`src/rtl/core/omsrs_pkg.sv`:
```
package omsrs_pkg;

    localparam int FAN = 32;

    localparam logic signed [31:0] LOW_SENTINEL  = -32'sd2147483647;
    localparam logic signed [31:0] HIGH_SENTINEL = 32'sd2147483647;

    typedef enum logic [2:0] {
        OP_INSERT      = 3'd0,
        OP_REMOVE      = 3'd1,
        OP_RANK        = 3'd2,
        OP_SELECT      = 3'd3,
        OP_PREDECESSOR = 3'd4,
        OP_SUCCESSOR   = 3'd5
    } op_t;

    typedef enum logic [1:0] {
        ST_IDLE,
        ST_EXEC,
        ST_REDUCE,
        ST_DONE
    } state_t;

    // What a cell shows its neighbours
    typedef struct packed {
        logic signed [31:0] value;
        logic               valid;
        logic               lt;
        logic               gtv;
    } nbr_t;

    // Broadcast from the sequencer to every cell
    typedef struct packed {
        logic               insert_en;
        logic               remove_en;
        op_t                op;
        logic signed [31:0] operand;
    } cell_ctrl_t;

    // One-hot hit flag with its data, OR-reduced over the row
    typedef struct packed {
        logic        hit;
        logic [31:0] data;
    } leaf_t;

    // Virtual neighbours beyond both ends of the row
    localparam nbr_t NBR_HEAD = '{value: '0, valid: 1'b1, lt: 1'b1, gtv: 1'b0};
    localparam nbr_t NBR_TAIL = '{value: '0, valid: 1'b0, lt: 1'b0, gtv: 1'b0};

    function automatic int level_count(input int n, input int l);
        int c;
        c = n;
        for (int k = 0; k < l; k++) begin
            c = (c + FAN - 1) / FAN;
        end
        return c;
    endfunction

    function automatic int tree_levels(input int n);
        int c;
        int l;
        c = n;
        l = 0;
        while (c > 1) begin
            c = (c + FAN - 1) / FAN;
            l++;
        end
        if (l == 0) begin
            l = 1;
        end
        return l;
    endfunction

    // Position of the first node of level l (levels from 1) in the flat node array
    function automatic int level_offset(input int n, input int l);
        int s;
        s = 0;
        for (int k = 1; k < l; k++) begin
            s += level_count(n, k);
        end
        return s;
    endfunction

endpackage

```
`src/rtl/core/omsrs_cell.sv`:
```
module omsrs_cell #(
    parameter int INDEX = 0
) (
    input  logic                   clk,
    input  logic                   rst_n,
    input  omsrs_pkg::cell_ctrl_t  ctrl,
    input  omsrs_pkg::nbr_t        prev,
    input  omsrs_pkg::nbr_t        next,
    output omsrs_pkg::nbr_t        own,
    output omsrs_pkg::leaf_t       leaf
);

    logic signed [31:0] value_reg;
    logic signed [31:0] value_next;
    logic               valid_reg;
    logic               valid_next;
    omsrs_pkg::leaf_t   leaf_reg;
    omsrs_pkg::leaf_t   leaf_next;

    logic lt;
    logic gtv;
    logic self_gt;
    logic prev_gt;

    assign lt      = valid_reg && (value_reg < ctrl.operand);
    assign gtv     = valid_reg && (value_reg > ctrl.operand);
    assign self_gt = !valid_reg || gtv;
    assign prev_gt = !prev.valid || prev.gtv;

    assign own  = '{value: value_reg, valid: valid_reg, lt: lt, gtv: gtv};
    assign leaf = leaf_reg;

    // Insert shifts the upper part of the row up by one, remove pulls it down
    always_comb
    begin
        value_next = value_reg;
        valid_next = valid_reg;
        if (ctrl.insert_en && self_gt)
        begin
            value_next = prev_gt ? prev.value : ctrl.operand;
            valid_next = valid_reg | prev.valid;
        end
        else if (ctrl.remove_en && !lt)
        begin
            value_next = next.value;
            valid_next = next.valid;
        end
    end

    always_comb
    begin
        leaf_next = '0;
        case (ctrl.op)
            omsrs_pkg::OP_REMOVE:
            begin
                leaf_next.hit = !lt && prev.lt && valid_reg && (value_reg == ctrl.operand);
            end
            omsrs_pkg::OP_RANK:
            begin
                leaf_next.hit = !lt && prev.lt;
                leaf_next.data = leaf_next.hit ? 32'(INDEX) : '0;
            end
            omsrs_pkg::OP_SELECT:
            begin
                leaf_next.hit = valid_reg && (ctrl.operand == 32'(INDEX + 1));
                leaf_next.data = leaf_next.hit ? value_reg : '0;
            end
            omsrs_pkg::OP_PREDECESSOR:
            begin
                leaf_next.hit = lt && !next.lt;
                leaf_next.data = leaf_next.hit ? value_reg : '0;
            end
            omsrs_pkg::OP_SUCCESSOR:
            begin
                leaf_next.hit = gtv && !prev.gtv;
                leaf_next.data = leaf_next.hit ? value_reg : '0;
            end
            default:
            begin
                leaf_next = '0;
            end
        endcase
    end

    always_ff @(posedge clk or negedge rst_n)
    begin
        if (!rst_n)
        begin
            valid_reg <= 1'b0;
        end
        else
        begin
            valid_reg <= valid_next;
        end
    end

    always_ff @(posedge clk)
    begin
        value_reg <= value_next;
        leaf_reg  <= leaf_next;
    end

endmodule

```
`config.mk`:
```
export PLATFORM = sky130hd
export DESIGN_NAME = omsrs_cell
export DESIGN_NICKNAME = d
export VERILOG_FILES = /design/src/rtl/core/omsrs_pkg.sv /design/src/rtl/core/omsrs_cell.sv
export SDC_FILE = /design/constraint.sdc
export NUM_CORES = 1
export LEC_CHECK = 0
export BUFFER_PORTS_ARGS = -buffer_cell sky130_fd_sc_hd__buf_2
export CAP_MARGIN = 20
export CORE_ASPECT_RATIO = 2
export CORE_MARGIN = 3
export CORE_UTILIZATION = 32
export DETAILED_ROUTE_END_ITERATION = 7
export PLACE_DENSITY = 0.66
export SETUP_SLACK_MARGIN = 0.05
export SLEW_MARGIN = 20
export SYNTH_ARGS = -nofsm -noshare
export SYNTH_HDL_FRONTEND = slang
export SYNTH_SLANG_ARGS = --single-unit
```
`constraint.sdc`:
```
create_clock -name clk -period 4.6 [get_ports clk]
set_clock_uncertainty 0.2 [all_clocks]
set_input_delay 0.92 -clock clk [delete_from_list [all_inputs] [get_ports clk]]
set_output_delay 0.92 -clock clk [all_outputs]
set_load 0.005 [all_outputs]
```
==> results of run 1 <==
layer usage:
metal / global-route usage, % / part of all wire (%) / vias to the layer above
li1: - / - / 1656
met1: 17.5 / 34 / 1574
met2: 35.8 / 58 / 123
met3: 3.75 / 4.8 / 21
met4: 7.83 / 2.7 / 0
met5: 0 / 0 / -
per-stage QoR:
step / utilization [%] / cells
after detailed placement: 41.6 / 673
after global routing: 44.0 / 689
after floorplan: - / 365
after global placement: 41.6 / 673
after CTS: 44.0 / 689
final: 44.0 / 689
worst max-delay path: stages:
cell      delay [ps]
buf_2             90
inv_1             50
ha_1             330
a41oi_1          210
o21ai_0          150
a221oi_1         460
a31oi_2          180
o21ai_0          370
and2_1           300
buf_2            160
synthesized netlist by cell type (all sizes together) (2+ instances only):
cell type,number
nand2,41
o21ai,40
inv,36
mux2,34
dfxtp,33
a21boi,32
edfxtp,32
ha,32
a21oi,14
clkbuf,13
nand4,8
nor4,8
buf,6
nor2,5
nand3,4
a31oi,3
nand2b,3
a21o,2
nor3,2
o211ai,2
cell families after synthesis:
family / Yosys count / share of synthesized area [%]
AO/OA/AOI/OAI: 99 / 16.7
adder cells (fa/ha/maj): 32 / 10.4
buffers and inverters: 55 / 6.59
flip-flops: 66 / 42.9
multiplexers: 34 / 12.7
AND/OR/NAND/NOR: 79 / 10.6
report_power, final:
group | switching (uW) | total (uW) | internal (uW)
clock | 236 | 643 | 407
sequential | 151 | 1030 | 883
combinational | 599 | 1180 | 582
total | 987 | 2860 | 1870
area by class of cell:
| cell class | instances | area, um2 |
|---|---|---|
| Tap cell | 145 | 181 |
| Multi-Input combinational cell | 244 | 1960 |
| Inverter | 36 | 135 |
| Sequential cell | 66 | 1650 |
| Fill cell | 1142 | 6550 |
| Clock buffer | 14 | 274 |
| Clock inverter | 2 | 10.0 |
| Timing Repair Buffer | 182 | 941 |
worst paths after layout:
kind,start,end,depth (start not counted)
worst min register to register,value_reg[0],leaf[0],2
max in group asynchronous,rst_n,valid_reg,1
worst max-delay path,ctrl[6],own[1],10
worst min-delay path,rst_n,valid_reg,1
worst max register to register,value_reg[15],value_reg[0],9
min in group clk,value_reg[0],leaf[0],2
==> out/summary.txt, run 1 <==
routed len/inst = 17.6 um
worst hold margin = 164 ps
crit share post-route = 94.5%
Final Max Tran Viols = 0
Pwr Density = 555 nW/um2
antenna violations before repair = 0
largest net degree at the start of global routing = 64
Critical Path AT = 3230 ps
most common cell after layout, fill and taps aside = buf_2
YS warnings = 0
vias in the first global route = 3579
Largest register FFs = 33
status = finished, final reports clean
Worst-Skew Late Latency = 320 ps
final design instance area without fill = 5150 um2
Clk Tree Root Cell = clkbuf_16
VDD IR-drop max = 0.212 mV
main flop type after synthesis = dfxtp_1
Hold Crit Class = input pin to async pin
sequential share of the synthesized area = 42.9%
routed wire length = 12100 um
R2R Setup Slk = 1200 ps
Initial Util = 32.8%
total core area = 11700 um2
clk slew on worst S/H paths = 50 ps
IO Pins = 177
die area = 13400 um2
DP Wirelength = 9790 um
area growth from synthesis to layout = 34.3%
Cells after Synth = 365
Initial DRC Count = 133
Post-CTS Hold Fix Bufs = 0
row count = 56
setup ws final = 251 ps
global-route wire length before repair = 18600 um
antenna-violating nets left = 0
Rel. slew slack = 57.8%
Num CTS Buffers = 9
setup TNS = 0 ps
Fin. Hold Viols = 0
number of port buffers = 175
Initial DRT Pass Iterations = 4
minimum clock period = 4350 ps
CTS tree = yes
Fmax = 230 MHz
CTS max path bufs = 2
pre-CTS WS = 266 ps
GPL Wtd Cong = 0.800
drt drc = 0
Vias = 3374
layout cells sized above 1 = 43.8%
Max-cap violations = 0
Tot GR Track Use = 18.1%
antenna fix cells = 0
Worst Tran Pin Value = 624 ps
Synth top area share = 25.1%
RSZ-0062 raised after global routing = no
Synthesized Nets = 506
CP endpoint kind = output pin
height of the die = 161 um
Congestion Overflow GR = 0
Synth Area per Inst = 10.5 um2
CP Max Fanout = 4
setup repair bufs after CTS = 0
# resized after CTS = 0
critical path class = input pin to output pin
commonest cells after routing, fill and taps aside = buf_2 (175), nand2_1 (41), o21ai_0 (40)
share of synthesized registers carrying an async set or reset = 1.52%
final setup fails = 0
Synth area leaders = edfxtp_1 (25%), dfxtp_1 (17%), mux2_4 (11%), ha_1 (10%), a21boi_0 (5.3%)
crit start category = input pin
Total Power = 2860 uW
Vias/cell = 4.90
clock sinks = 66
H-tree levels = 3
CP Data Required Time = 3480 ps
DP Area = 4860 um2
die width = 83.4 um
number of synthesized flops with an enable pin = 32
fin nets = 680
LEAKAGE = 0.00258 uW
dominant cell type by area after synthesis = edfxtp_1
Seq cells post-synth = 66
mapped cell area = 3830 um2
Synth cell types = 44
(Power assumes the default switching activity.)
==> run 2: changes to the inputs <==
==> constraint.sdc (replaced) <==
create_clock -name clk -period 5 [get_ports clk]
set_clock_uncertainty 0.2 [all_clocks]
set_input_delay 1 -clock clk [delete_from_list [all_inputs] [get_ports clk]]
set_output_delay 1 -clock clk [all_outputs]
set_load 0.005 [all_outputs]
==> run 2 against run 1 <==
Worst hold slack better by 80 ps. Clock-buffer cell count down 4. Wire length down 0.32%. Sequential power down 7%. Power down 7.6%. Critical path depth unchanged. Global-route usage down 0.17 points.
==> out/summary.txt, run 2 (synthesis results as in run 1) <==
Fin. Hold Viols = 0
crit path to = own[1]
Congestion Overflow GR = 0
total core area = 11700 um2
VDD IR-drop max = 0.281 mV
die area = 13400 um2
Worst-Skew Late Latency = 320 ps
height of the die = 161 um
CP Data Required Time = 3800 ps
layout cells sized above 1 = 43.7%
Vias = 3365
Initial DRC Count = 139
clk slew on worst S/H paths = 50 ps
Critical Path AT = 3250 ps
Rel. slew slack = 37.0%
Reg power frac = 36.1%
area growth from synthesis to layout = 34.1%
H-tree levels = 3
Pwr Density = 514 nW/um2
die width = 83.4 um
Final Max Tran Viols = 0
Initial Util = 32.8%
final setup fails = 0
critical path class = input pin to output pin
critical path cell sequence = buf_2 > inv_1 > ha_1 > a41oi_1 > o21ai_0 > a221oi_1 > a31oi_2 > o21ai_0 > and2_1 > buf_2
Comb pwr share = 40.3%
Clock Power Share = 23.6%
DP Wirelength = 9520 um
Max-cap violations = 0
routed wire length = 12100 um
clock sinks = 66
# resized after CTS = 0
CP startpoint = ctrl[6]
Vias/cell = 4.91
reg2reg end = leaf[30]
Hold Crit Class = input pin to async pin
CP Max Fanout = 4
most common cell after layout, fill and taps aside = buf_2
setup TNS = 0 ps
slowest CP cell = a221oi_1
Tot GR Track Use = 17.9%
Clk Tree Root Cell = clkbuf_16
status = finished, final reports clean
CP endpoint kind = output pin
crit share post-route = 88.9%
antenna violations before repair = 1
Num CTS Buffers = 9
FF-to-FF path depth = 8
CTS tree = yes
antenna-violating nets left = 0
Pint = 1730 uW
Largest register FFs = 33
LEAKAGE = 0.00257 uW
Fmax = 225 MHz
row count = 56
global-route wire length before repair = 18600 um
routed len/inst = 17.6 um
vias in the first global route = 3580
r2r startpoint = value_reg[14]
Worst Tran Pin Value = 945 ps
CTS max path bufs = 2
IO Pins = 177
GPL Wtd Cong = 0.792
NetSw = 915 uW
crit start category = input pin
minimum clock period = 4450 ps
number of port buffers = 175
R2R Setup Slk = 1650 ps
RSZ-0062 raised after global routing = no
setup repair bufs after CTS = 0
drt drc = 0
largest net degree at the start of global routing = 64
Finished Core Util = 43.9%
Initial DRT Pass Iterations = 4
Post-CTS Hold Fix Bufs = 0
fin nets = 677
Max stage delay on crit path = 410 ps
commonest cells after routing, fill and taps aside = buf_2 (175), nand2_1 (41), o21ai_0 (40)
Sw Share = 34.6%
==> run 2: cell types whose count changed in the layout (fill, tap and decap cells not counted), sizes merged <==
cell      previous run  this run
buf                182       179
clkinvlp             0         2
diode                0         1
clkbuf              14        10
bufinv               0         1
==> run 2: layout make-up <==
cell class / instances / area (um2)
Fill cell: 1156 / 6560
Multi-Input combinational cell: 244 / 1960
Sequential cell: 66 / 1650
Timing Repair Buffer: 179 / 918
Clock buffer: 10 / 239
Tap cell: 145 / 181
Inverter: 36 / 135
Clock inverter: 5 / 55.1
Antenna cell: 1 / 2.50
==> run 2: per-stage QoR <==
stage | worst slack, ps | instance area [um2] | hold WS, ps | power (uW) | std cells
after global routing | 427 | 5140 | 227 | 2820 | 686
after global placement | 509 | 4840 | 324 | 2010 | 670
final | 554 | 5140 | 244 | 2640 | 686
after floorplan | 393 | 3830 | 321 | 1630 | 365
after detailed placement | 512 | 4840 | 328 | 2040 | 670
after CTS | 500 | 5130 | 231 | 2680 | 685
==> run 2: worst min-delay path by stage <==
stage	start	end	slack, ps	depth (start not counted)
floorplan	value_reg[0]	leaf[0]	320	2
global placement	value_reg[0]	leaf[0]	320	2
detailed placement	value_reg[0]	leaf[0]	330	2
CTS	rst_n	valid_reg	230	1
global route	rst_n	valid_reg	230	1
finish	rst_n	valid_reg	240	1
==> run 2: critical path: cells and delay by family <==
kind                       cells  cell delay (ps)
and+or+nand+nor                1              310
AOI/OAI and AO/OA              5             1330
buffers and inverters          3              290
adders and majority gates      1              330
==> run 2: power by group through the flow <==
| stage | clock (uW) | sequential [uW] | combinational [uW] |
|---|---|---|---|
| after detailed placement | 0 | 968 | 1080 |
| after global routing | 663 | 981 | 1180 |
| after CTS | 642 | 958 | 1080 |
| after floorplan | 0 | 948 | 685 |
| after global placement | 0 | 961 | 1050 |
| final | 624 | 953 | 1060 |
==> run 2: routing by layer <==
metal	share of wire, %	wire (um)	GRT usage [%]	vias up
met1	34	4150	17.3	1559
met2	57	6880	35.2	122
met3	4.6	550	3.44	31
met5	0	0	0	-
li1	-	-	-	1653
met4	4.1	491	8.71	0
